**config.mk**
```make
export PLATFORM = sky130hd
export DESIGN_NAME = pdb_regs
export DESIGN_NICKNAME = d
export VERILOG_FILES = /design/src/hdl/pdb_pkg.sv /design/src/hdl/pdb_regs.sv
export SDC_FILE = /design/constraint.sdc
export NUM_CORES = 1
export LEC_CHECK = 0
export BUFFER_PORTS_ARGS = -buffer_cell sky130_fd_sc_hd__buf_2
export CAP_MARGIN = 40
export CORE_ASPECT_RATIO = 2
export CORE_MARGIN = 2
export CORE_UTILIZATION = 55
export CTS_CLUSTER_DIAMETER = 150
export DETAILED_ROUTE_END_ITERATION = 10
export HOLD_SLACK_MARGIN = 0.15
export PLACE_DENSITY_LB_ADDON = 0.25
export SETUP_SLACK_MARGIN = 0.4
export SYNTH_ARGS = -nofsm -noshare
export SYNTH_HDL_FRONTEND = slang
export SYNTH_SLANG_ARGS = --single-unit
```
**constraint.sdc**
```tcl
create_clock -name clock -period 4.1 [get_ports clock]
set_input_delay 1.23 -clock clock [delete_from_list [all_inputs] [get_ports clock]]
set_output_delay 1.23 -clock clock [all_outputs]
set_load 0.02 [all_outputs]
```
**src/hdl/pdb_pkg.sv**
```systemverilog
`timescale 1ns / 1ps
// ----------------------------------------------------------------------------
// pdb_pkg
// Shared types and constants of the deadband PID controller.
// ----------------------------------------------------------------------------
package pdb_pkg;

   localparam int unsigned CsrIndexWidth = 3;
   localparam int unsigned CsrDataWidth  = 24;

   typedef enum logic [CsrIndexWidth-1:0] {
      REG_KP             = 3'd0,
      REG_KI             = 3'd1,
      REG_KD             = 3'd2,
      REG_INTEGRAL_LIMIT = 3'd3,
      REG_I_TERM_LIMIT   = 3'd4,
      REG_OUTPUT_LIMIT   = 3'd5,
      REG_DEADBAND       = 3'd6
   } csr_index_type;

   localparam logic [23:0] IntegralLimitReset = 24'd10000;
   localparam logic [15:0] ITermLimitReset    = 16'd8000;
   localparam logic [15:0] OutputLimitReset   = 16'd16000;

   typedef struct packed {
      logic signed [23:0] kp;
      logic signed [23:0] ki;
      logic signed [23:0] kd;
      logic [23:0]        integral_limit;
      logic [15:0]        i_term_limit;
      logic [15:0]        output_limit;
      logic [15:0]        deadband;
   } cfg_type;

endpackage

```
**src/hdl/pdb_regs.sv**
```systemverilog
`timescale 1ns / 1ps
// ----------------------------------------------------------------------------
// pdb_regs
// Configuration register file: gains, clamp limits and deadband.
// ----------------------------------------------------------------------------
module pdb_regs (
   input  logic                                   clock,
   input  logic                                   reset,
   input  logic                                   csr_valid,
   output logic                                   csr_ready,
   input  logic [pdb_pkg::CsrIndexWidth-1:0]      csr_index,
   input  logic [pdb_pkg::CsrDataWidth-1:0]       csr_data,
   output pdb_pkg::cfg_type                       cfg
);

   pdb_pkg::cfg_type cfg_ff;
   pdb_pkg::cfg_type cfg_in;

   assign csr_ready = 1'b1;
   assign cfg       = cfg_ff;

   always_comb begin
      cfg_in = cfg_ff;
      if (csr_valid) begin
         case (pdb_pkg::csr_index_type'(csr_index))
            pdb_pkg::REG_KP:             cfg_in.kp             = signed'(csr_data);
            pdb_pkg::REG_KI:             cfg_in.ki             = signed'(csr_data);
            pdb_pkg::REG_KD:             cfg_in.kd             = signed'(csr_data);
            pdb_pkg::REG_INTEGRAL_LIMIT: cfg_in.integral_limit = csr_data;
            pdb_pkg::REG_I_TERM_LIMIT:   cfg_in.i_term_limit   = csr_data[15:0];
            pdb_pkg::REG_OUTPUT_LIMIT:   cfg_in.output_limit   = csr_data[15:0];
            pdb_pkg::REG_DEADBAND:       cfg_in.deadband       = csr_data[15:0];
            // unknown index is ignored
            default:                     cfg_in = cfg_ff;
         endcase
      end
   end

   always_ff @(posedge clock) begin
      if (reset) begin
         cfg_ff.kp             <= '0;
         cfg_ff.ki             <= '0;
         cfg_ff.kd             <= '0;
         cfg_ff.integral_limit <= pdb_pkg::IntegralLimitReset;
         cfg_ff.i_term_limit   <= pdb_pkg::ITermLimitReset;
         cfg_ff.output_limit   <= pdb_pkg::OutputLimitReset;
         cfg_ff.deadband       <= '0;
      end else begin
         cfg_ff <= cfg_in;
      end
   end

endmodule
```
==> flow_metrics.py, run 1 <==
metrics = {
    "floorplan": {
        "die-area_sq_um": 11160,
        "ios": 175,
        "die_y_microns": 147.4,
        "fp.dieW_microns": 75.70,
        "start_util_pct": 56.07,
        "core-area_sq_um": 10080,
        "row_count": 52,
    },
    "sta": {
        "tightest_slew_ns": 0.7988,
        "slew_viol_final": 0,
        "final-hold-violation-count": 0,
        "finClkSkew_ns": 0,
        "period_minus_slack_ns": 2.330,
        "setup_tns_ns": 0,
        "fmax_ghz": 0.4293,
        "setup_ws_ns": 1.770,
        "min_period_over_period_pct": 56.82,
        "setup_viol_count_final": 0,
        "slew_headroom_pct": 46.44,
        "rsz0062_at_grt": "no",
    },
    "drt": {
        "vias": 4186,
        "vias_per_cell": 5.092,
        "drt-total-wl_microns": 14140,
        "drc": 0,
        "avgRoutedWirePerCell_microns": 17.20,
        "antenna_left": 0,
        "initialDrtViolationCount": 129,
        "drtPass1Iterations": 4,
    },
    "logic_synthesis": {
        "synth.most_common_cell": "nand2b_1",
        "async_flop_share_pct": 0,
        "syn_nets": 543,
        "synth_ff_type": "dfxtp_1",
        "synth_edf_count": 0,
        "synth.area.top_cells": "dfxtp_1, mux2i_1, nand2b_1, nor2_1, buf_2",
        "synthesis.area_sq_um": 5654,
        "synth.distinct_cells": 15,
        "ys_warn_count": 0,
        "avgSynthCellArea_sq_um": 11.02,
        "synth.largest_area_cell": "dfxtp_1",
        "synthTopCellsByCount": "nand2b_1, dfxtp_1, mux2i_1",
        "yosysSeqAreaShare_pct": 50.98,
        "synth-seq-cells": 144,
        "synth_top_area_share_pct": 50.98,
        "synth_cells": 513,
    },
    "job": {
        "drv_cap": 0,
    },
    "power": {
        "p_per_area_nw_per_um2": 467.9,
        "switching_share_pct": 21.38,
        "ir_drop_mv": 0.3028,
        "combPwrFrac_pct": 6.8,
        "pwr-share-clk_pct": 50.5,
        "intPower_uw": 2665,
        "p_leak_uw": 0.003856,
        "pwr-share-seq_pct": 42.7,
        "p_sw_uw": 724.8,
    },
    "place": {
        "dp_hpwl_microns": 9755,
        "io_buffers": 173,
        "gp_congestion": 0.7744,
        "dp_slack_ns": 1.363,
    },
    "setup_path": {
        "timing.rr.end": "cfg[9]$_SDFFE_PP0P_",
        "cp_slowest_stage_delay_ns": 0.46,
        "r2r_start": "cfg[9]$_SDFFE_PP0P_",
        "cp_slowest_cell": "buf_4",
        "worstPathArrival_ns": 2.60,
        "cp.required_ns": 4.37,
        "path_max_fanout": 71,
        "critical_path_class": "in -> reg",
        "startpoint_type": "input port",
        "reg2reg_slack_ns": 3.41,
        "reg2reg_depth": 2,
        "endpoint_kind": "flop",
        "path_common_cell": "buf_4",
        "crit_path_cell_trace": "buf_4 > buf_4 > nand2b_1 > mux2i_1",
    },
    "finish": {
        "n_antenna_cell": 0,
        "fillCellCount": 766,
        "final_nets": 705,
        "drive_above_1_share_pct": 31.15,
        "largest_register_ffs": 144,
        "syn_to_final_growth_pct": 28.15,
    },
    "hold_path": {
        "holdCritPathClass": "reg -> reg",
        "hold_depth": 2,
        "min-delay-start": "cfg[117]$_SDFFE_PP0P_",
        "min_to": "cfg[117]$_SDFFE_PP0P_",
    },
    "global_routing": {
        "antenna_found_initial": 0,
        "track_usage_pct": 26.33,
        "grt_first_pass_wirelength_microns": 22090,
        "grt_overflow_total": 0,
        "grt_pass1_vias": 4372,
        "grt_max_degree": 72,
    },
    "clock_tree": {
        "tritoncts": "built",
        "post_cts_resized": 0,
        "clock_latency_ns": 0.41,
        "clock-root-buffer": "clkbuf_16",
        "hold_buffers": 0,
        "numCtsBuffers": 17,
        "ctsHtreeMaxLevel": 4,
        "cts.sinks": 144,
        "cts.clk_slew.worst_paths_ns": 0.06,
        "cts_setup_buffers": 0,
        "clockBufferDepth": 2,
    },
    "status": {
        "outcome": "finished clean",
    },
}
routing by layer:
metal | vias to the layer above | GRT usage (%) | part of all wire, %
met3 | 12 | 8.044 | 5.7
met2 | 143 | 45.83 | 54
met5 | - | 0 | 0
li1 | 2016 | - | -
met4 | 0 | 9.825 | 1.3
met1 | 2015 | 29.00 | 39
per-stage QoR:
stage	instance area, sq um	cells	util, %	power [uW]	hold WS [ns]
2_1_floorplan	5654	513	-	1628	0.5460
4_1_cts	7246	822	71.85	3409	0.4695
6_report	7246	822	71.85	3390	0.4689
3_3_place_gp	6583	791	65.27	1702	0.4560
3_5_place_dp	6583	791	65.27	1708	0.4590
5_1_grt	7246	822	71.85	3494	0.4899
layout by cell type, fill, tap and decap left out, drive strengths merged, types with 2 or more instances in the layout:
| master | n |
|---|---|
| nand2b | 151 |
| buf | 181 |
| dfxtp | 144 |
| nor2 | 26 |
| mux2i | 144 |
| nand4bb | 3 |
| nand4b | 3 |
| clkbuf | 22 |
| clkinvlp | 2 |
| bufinv | 5 |
| clkinv | 2 |
logic make-up (layout without fill, tap and decap cells):
kind of cell           after synthesis  after routing  synth area share (%)
buffers and inverters               38            212                 3.408
multiplexers                       144            144                 25.49
other                                1              1               0.06632
AND/OR/NAND/NOR                    186            186                 20.05
flip-flops                         144            144                 50.98
power by group through the flow:
stage	combinational, uW	sequential [uW]	clock, uW
after floorplan	114	1510	0
after global placement	225	1480	0
after detailed placement	230	1480	0
after CTS	232	1450	1730
after global routing	246	1450	1800
final	231	1450	1710
area by class of cell:
class	count	area, sq um	area share (%)
multi-input cells	331	2590	35.75
repair buffers	181	940.9	12.99
clock inverters	9	178.9	2.469
flip-flops and latches	144	2883	39.79
clock buffers	22	484.2	6.683
well taps	135	168.9	2.331
critical path, delay by kind of cell:
family / cells / cell delay, ns
mux: 1 / 0.12
simple gates: 1 / 0.31
buf+inv: 2 / 0.89
how the worst max path moves through the flow:
stage	endpoint	slack, ns	from
after floorplan	cfg[134]$_SDFFE_PP0P_	1.83	csr_index[0]
after global placement	cfg[107]$_SDFFE_PP0P_	1.44	reset
after detailed placement	cfg[107]$_SDFFE_PP0P_	1.36	reset
after CTS	cfg[107]$_SDFFE_PP0P_	1.81	reset
after global routing	cfg[131]$_SDFFE_PP0P_	1.68	reset
final	cfg[107]$_SDFFE_PP0P_	1.77	reset
Power figures use the tool's default switching activity.
==> inputs of run 2 (changes only) <==
Settings changed: ABC_AREA set to 1, CORE_UTILIZATION 55 to 51.
Clock period 4.1 ns to 2.3 ns, I/O delays scaled along.
==> run 2 against run 1 <==
Against the previous run:
- non-clock buffer count increased by 4
- register-to-register slack got worse by 1.8 ns
- power is 89% higher
- sequential power up 81%
- final cell count grew 36%
- first-iteration DRC count increased to 3.3 times the previous value
- die area rose by 9.8%
- final area grew 0.83%
- via count rose by 34%
==> flow_metrics.py, run 2 <==
metrics = {
    "status": {
        "outcome": "finished clean",
    },
    "place": {
        "dp.cells": 1082,
        "io_buffers": 173,
        "gp_congestion": 0.8073,
        "dpl-instance-area_sq_um": 6638,
        "dp_hpwl_microns": 10670,
    },
    "clock_tree": {
        "clockBufferDepth": 2,
        "hold_buffers": 0,
        "tritoncts": "built",
        "cts.sinks": 144,
        "post_cts_resized": 0,
        "cts_setup_buffers": 0,
        "numCtsBuffers": 17,
        "clock_latency_ns": 0.41,
        "clock-root-buffer": "clkbuf_16",
        "ctsHtreeMaxLevel": 4,
        "cts.clk_slew.worst_paths_ns": 0.07,
    },
    "sta": {
        "setup_tns_ns": 0,
        "period_minus_slack_ns": 1.648,
        "tightest_slew_ns": 0.6034,
        "setup_viol_count_final": 0,
        "slew_headroom_pct": 59.68,
        "min_period_over_period_pct": 71.66,
        "final-hold-violation-count": 0,
        "rsz0062_at_grt": "no",
        "finClkSkew_ns": 0,
        "fmax_ghz": 0.6067,
        "slew_viol_final": 0,
    },
    "global_routing": {
        "track_usage_pct": 27.05,
        "grt_util_met2_pct": 42.33,
        "busiest_layer": "met2",
        "grt_first_pass_wirelength_microns": 25600,
        "grt_use_met1_pct": 34.88,
        "use_met3_pct": 7.176,
        "grt_overflow_total": 0,
        "grt_max_degree": 58,
        "antenna_found_initial": 0,
        "grt_pass1_vias": 4984,
    },
    "floorplan": {
        "start_util_pct": 51.82,
        "die_y_microns": 154.5,
        "ios": 175,
        "core-area_sq_um": 11150,
        "fp.dieW_microns": 79.26,
        "row_count": 55,
        "die-area_sq_um": 12250,
    },
    "logic_synthesis": {
        "synth.most_common_cell": "nor2_1",
        "synth_cells": 808,
        "ys_warn_count": 0,
        "synthMuxAreaShare_pct": 0,
        "synth_ff_type": "dfxtp_1",
        "synth_edf_count": 0,
        "synth.area.top_cells": "dfxtp_1, nor2_1, nand3_1, nand2_1, buf_6",
        "avgSynthCellArea_sq_um": 7.149,
        "synth-seq-cells": 144,
        "async_flop_share_pct": 0,
        "synth_simple_gate_area_share_pct": 42.00,
        "syn_nets": 838,
        "synth_top_area_share_pct": 49.90,
        "synthAdderAreaFrac_pct": 0,
        "synth.largest_area_cell": "dfxtp_1",
        "synthesis.area_sq_um": 5777,
        "synth_xor_area_share_pct": 0,
        "synth-compound-area-share_pct": 0,
        "synth_top_family_by_area": "simple AND/OR/NAND/NOR gates",
        "synthTopCellsByCount": "nor2_1, nand2_1, dfxtp_1, nand3_1, inv_1",
        "yosysSeqAreaShare_pct": 49.90,
        "synth.distinct_cells": 15,
    },
    "drt": {
        "avgRoutedWirePerCell_microns": 14.66,
        "vias": 5629,
        "antenna_left": 0,
        "drc": 0,
        "vias_per_cell": 5.053,
        "drt-total-wl_microns": 16340,
        "drtPass1Iterations": 5,
        "initialDrtViolationCount": 420,
    },
    "setup_path": {
        "r2r_start": "cfg[9]$_SDFFE_PP0P_",
        "startpoint": "cfg[9]$_SDFFE_PP0P_",
        "crit_buf_inv": 1,
        "worstPathArrival_ns": 0.96,
        "startpoint_type": "flop",
        "endpoint_kind": "output pin",
        "path_max_fanout": 2,
        "critical_path_class": "reg -> out",
        "cp_slowest_cell": "dfxtp_1",
        "cp_top_family": "flip-flops",
        "crit_path_cell_trace": "buf_2",
        "cp.required_ns": 1.61,
        "cp_slowest_stage_delay_ns": 0.37,
    },
    "finish": {
        "syn_to_final_growth_pct": 26.47,
        "fin_cells": 1114,
        "layout_common_cells": "nor2_1, buf_2, nand2_1, nand3_1, dfxtp_1",
        "drive_above_1_share_pct": 24.18,
        "final_nets": 989,
        "fin_area_sq_um": 7306,
        "n_antenna_cell": 0,
        "final_common_cell": "nor2_1",
        "largest_register_ffs": 144,
    },
    "power": {
        "combPwrFrac_pct": 10.3,
        "switching_share_pct": 25.51,
        "p_per_area_nw_per_um2": 875.0,
        "pwr-share-seq_pct": 41.1,
        "p_leak_uw": 0.003624,
        "ir_drop_mv": 0.6627,
        "p_sw_uw": 1631,
        "pwr-share-clk_pct": 48.6,
        "intPower_uw": 4762,
    },
    "hold_path": {
        "min-delay-start": "cfg[26]$_SDFFE_PP1P_",
        "holdCritPathClass": "reg -> reg",
    },
    "job": {
        "drv_cap": 0,
    },
}
[run 2: changes by cell type after synthesis, moves of 7 or more]
cell,change
mux2i_1,-144
buf_4,+13
nand2_1,+168
nor2_1,+230
clkbuf_1,-13
nand2b_1,-151
inv_1,+26
nand3_1,+144
buf_1,+8
buf_6,+9
nor2_4,+7
[run 2: path summary, 6_finish.rpt]
kind	end	cells after the start	slack, ns
min	cfg[26]$_SDFFE_PP1P_	2	0.46
max reg2reg	cfg[9]$_SDFFE_PP0P_	2	1.63
min reg2reg	cfg[26]$_SDFFE_PP1P_	2	0.46
max	cfg[9]	1	0.65
[run 2: kinds of logic after synthesis]
| family | Yosys count |
|---|---|
| AND/OR/NAND/NOR | 579 |
| buffers and inverters | 84 |
| flip-flops | 144 |
| other | 1 |
[run 2: area by class of cell]
class	instances	area (sq um)
clock buffers	18	439.2
clock inverters	14	229.0
fillers	1062	3842
inverters	31	118.9
multi-input cells	580	2440
flip-flops and latches	144	2883
well taps	142	177.7
repair buffers	185	1018
[run 2: power groups by stage]
stage	clock, uW	combinational, uW	sequential, uW
after global routing	3230	723	2640
after floorplan	0	341	2790
final	3100	660	2630
after detailed placement	0	658	2680
after global placement	0	650	2680
after CTS	3130	661	2630
[run 2: stage by stage]
step | setup slack (ns) | total power (uW) | utilization (%) | hold slack [ns]
after floorplan | 0.7665 | 3128 | - | 0.5441
after global placement | 0.4980 | 3329 | 59.54 | 0.4354
after detailed placement | 0.4710 | 3340 | 59.54 | 0.4420
after CTS | 0.6359 | 6419 | 65.53 | 0.4594
after global routing | 0.6300 | 6587 | 65.53 | 0.4741
final | 0.6518 | 6392 | 65.53 | 0.4633
[run 2: layer usage]
layer  wire length [microns]  vias to the layer above  part of all wire (%)
met5                       0                        -                     0
met4                     566                        0                   3.5
met3                    1269                       32                   7.8
met2                    7791                      226                    48
met1                    6708                     2556                    41
li1                        -                     2815                     -
==> inputs of run 3 (changes only) <==
Settings changed: CORE_UTILIZATION 51 to 46.
Clock period 2.3 ns to 1.4 ns, I/O delays scaled along.
==> run 3 against run 2 <==
Against the previous run:
- combinational power increased by 140%
- clock power increased by 56%
- largest power group unchanged
- hold slack got worse by 0.23 ns
- non-clock buffer count increased by 47
- die area increased by 10%
- via count increased by 8.9%
- highest routed layer unchanged
- sequential cell count unchanged
- core utilization increased by 10 points
==> flow_metrics.py, run 3 (synthesis results as in run 2) <==
metrics = {
    "status": {
        "outcome": "finished clean",
    },
    "setup_path": {
        "cp_slowest_stage_delay_ns": 0.35,
        "worstPathArrival_ns": 0.89,
        "cp_num_cells": 1,
        "startpoint_type": "flop",
        "crit_path_cell_trace": "buf_6",
        "path_max_fanout": 2,
        "critical_path_class": "reg -> out",
        "cp.required_ns": 0.98,
        "crit_buf_inv": 1,
        "cp_top_family": "flip-flops",
        "reg2reg_depth": 4,
        "endpoint_kind": "output pin",
        "cp_slowest_cell": "dfxtp_2",
    },
    "power": {
        "p_leak_uw": 0.004205,
        "p_per_area_nw_per_um2": 1145,
        "fin_total_pwr_uw": 10780,
        "ir_drop_mv": 0.9874,
    },
    "drt": {
        "antenna_left": 0,
        "drc": 0,
        "drtPass1Iterations": 7,
        "drt-total-wl_microns": 19840,
        "initialDrtViolationCount": 428,
        "avgRoutedWirePerCell_microns": 16.98,
        "vias_per_cell": 5.243,
        "vias": 6129,
    },
    "job": {
        "drv_cap": 0,
    },
    "clock_tree": {
        "tritoncts": "built",
        "ctsHtreeMaxLevel": 4,
        "clock-root-buffer": "clkbuf_16",
        "clockBufferDepth": 2,
        "hold_buffers": 0,
        "cts.clk_slew.worst_paths_ns": 0.06,
        "cts.sinks": 144,
        "numCtsBuffers": 17,
        "clock_latency_ns": 0.41,
    },
    "floorplan": {
        "fp.dieW_microns": 83.24,
        "ios": 175,
        "die_y_microns": 162.5,
        "die-area_sq_um": 13520,
        "row_count": 58,
        "start_util_pct": 46.55,
        "core-area_sq_um": 12410,
    },
    "hold_path": {
        "hold_depth": 3,
        "holdCritPathClass": "in -> reg",
    },
    "global_routing": {
        "antenna_found_initial": 0,
        "grt_first_pass_wirelength_microns": 28420,
        "track_usage_pct": 26.58,
        "grt_overflow_total": 0,
        "grt_pass1_vias": 5507,
        "grt_max_degree": 63,
    },
    "finish": {
        "fin_area_sq_um": 9419,
        "largest_register_ffs": 144,
        "final_common_cell": "nor2_1",
        "final_nets": 1036,
        "drive_above_1_share_pct": 47.01,
        "layout_common_cells": "nor2_1, nand2_1, buf_6, dfxtp_2, nand3_1",
        "syn_to_final_growth_pct": 63.05,
        "n_antenna_cell": 0,
    },
    "sta": {
        "finClkSkew_ns": 0,
        "slew_viol_final": 0,
        "fmax_ghz": 0.7630,
        "final-hold-violation-count": 0,
        "min_period_over_period_pct": 93.61,
        "rsz0062_at_grt": "yes",
        "period_minus_slack_ns": 1.311,
        "setup_viol_count_final": 0,
    },
    "place": {
        "gp_congestion": 0.8699,
        "io_buffers": 173,
        "dpl-instance-area_sq_um": 7274,
        "dp_hpwl_microns": 11490,
    },
}
## run 3: what timing repair did
item,in CTS,in global routing
setup buffers,7,7
pin swaps,2,4
gates cloned,1,10
endpoints found under the setup margin,202,249
endpoints found under the hold margin,0,0
gates resized for setup,435,19
## run 3: metrics by stage
step / std cells / worst slack [ns] / hold slack, ns / utilization [%] / TNS (ns)
after floorplan: 808 / 0.3366 / 0.5332 / - / 0
after global placement: 1112 / -0.03711 / 0.4422 / 58.62 / -1.185
after detailed placement: 1112 / -0.05264 / 0.4418 / 58.62 / -2.622
after CTS: 1152 / 0.08480 / 0.2336 / 73.08 / 0
after global routing: 1169 / 0.06716 / 0.2403 / 75.90 / 0
final: 1169 / 0.08946 / 0.2371 / 75.90 / 0
## run 3: layout make-up
| type | instances | area (sq um) |
|---|---|---|
| Sequential cell | 144 | 3063 |
| Fill cell | 876 | 2990 |
| Multi-Input combinational cell | 580 | 2743 |
| Timing Repair Buffer | 232 | 2654 |
| Clock buffer | 20 | 446.7 |
| Tap cell | 150 | 187.7 |
| Clock inverter | 12 | 181.4 |
| Inverter | 31 | 143.9 |
## run 3: per-layer routing
metal	GRT usage (%)	part of all wire [%]	up-vias
met1	32.23	38	2880
met5	0	0	-
met2	46.70	52	283
met4	9.240	3.6	0
li1	-	-	2919
met3	5.220	6.3	47
## run 3: report_power, final
part	switching (uW)	internal [uW]
registers	113	4270
clock network	1790	3050
logic	885	673
total	2790	7990
## run 3: worst paths after layout
kind,slack (ns),to,from
worst min register to register,0.46,cfg[57]$_SDFFE_PP1P_,cfg[57]$_SDFFE_PP1P_
worst max register to register,0.55,cfg[33]$_SDFFE_PP0P_,cfg[33]$_SDFFE_PP0P_
worst min-delay path,0.24,cfg[43]$_SDFFE_PP1P_,csr_data[11]
worst max-delay path,0.09,cfg[76],cfg[76]$_SDFFE_PP0P_
## run 3: worst min-delay path: stages
cell     delay [ns]
buf_2          0.10
nand2_1        0.05
nand3_1        0.05
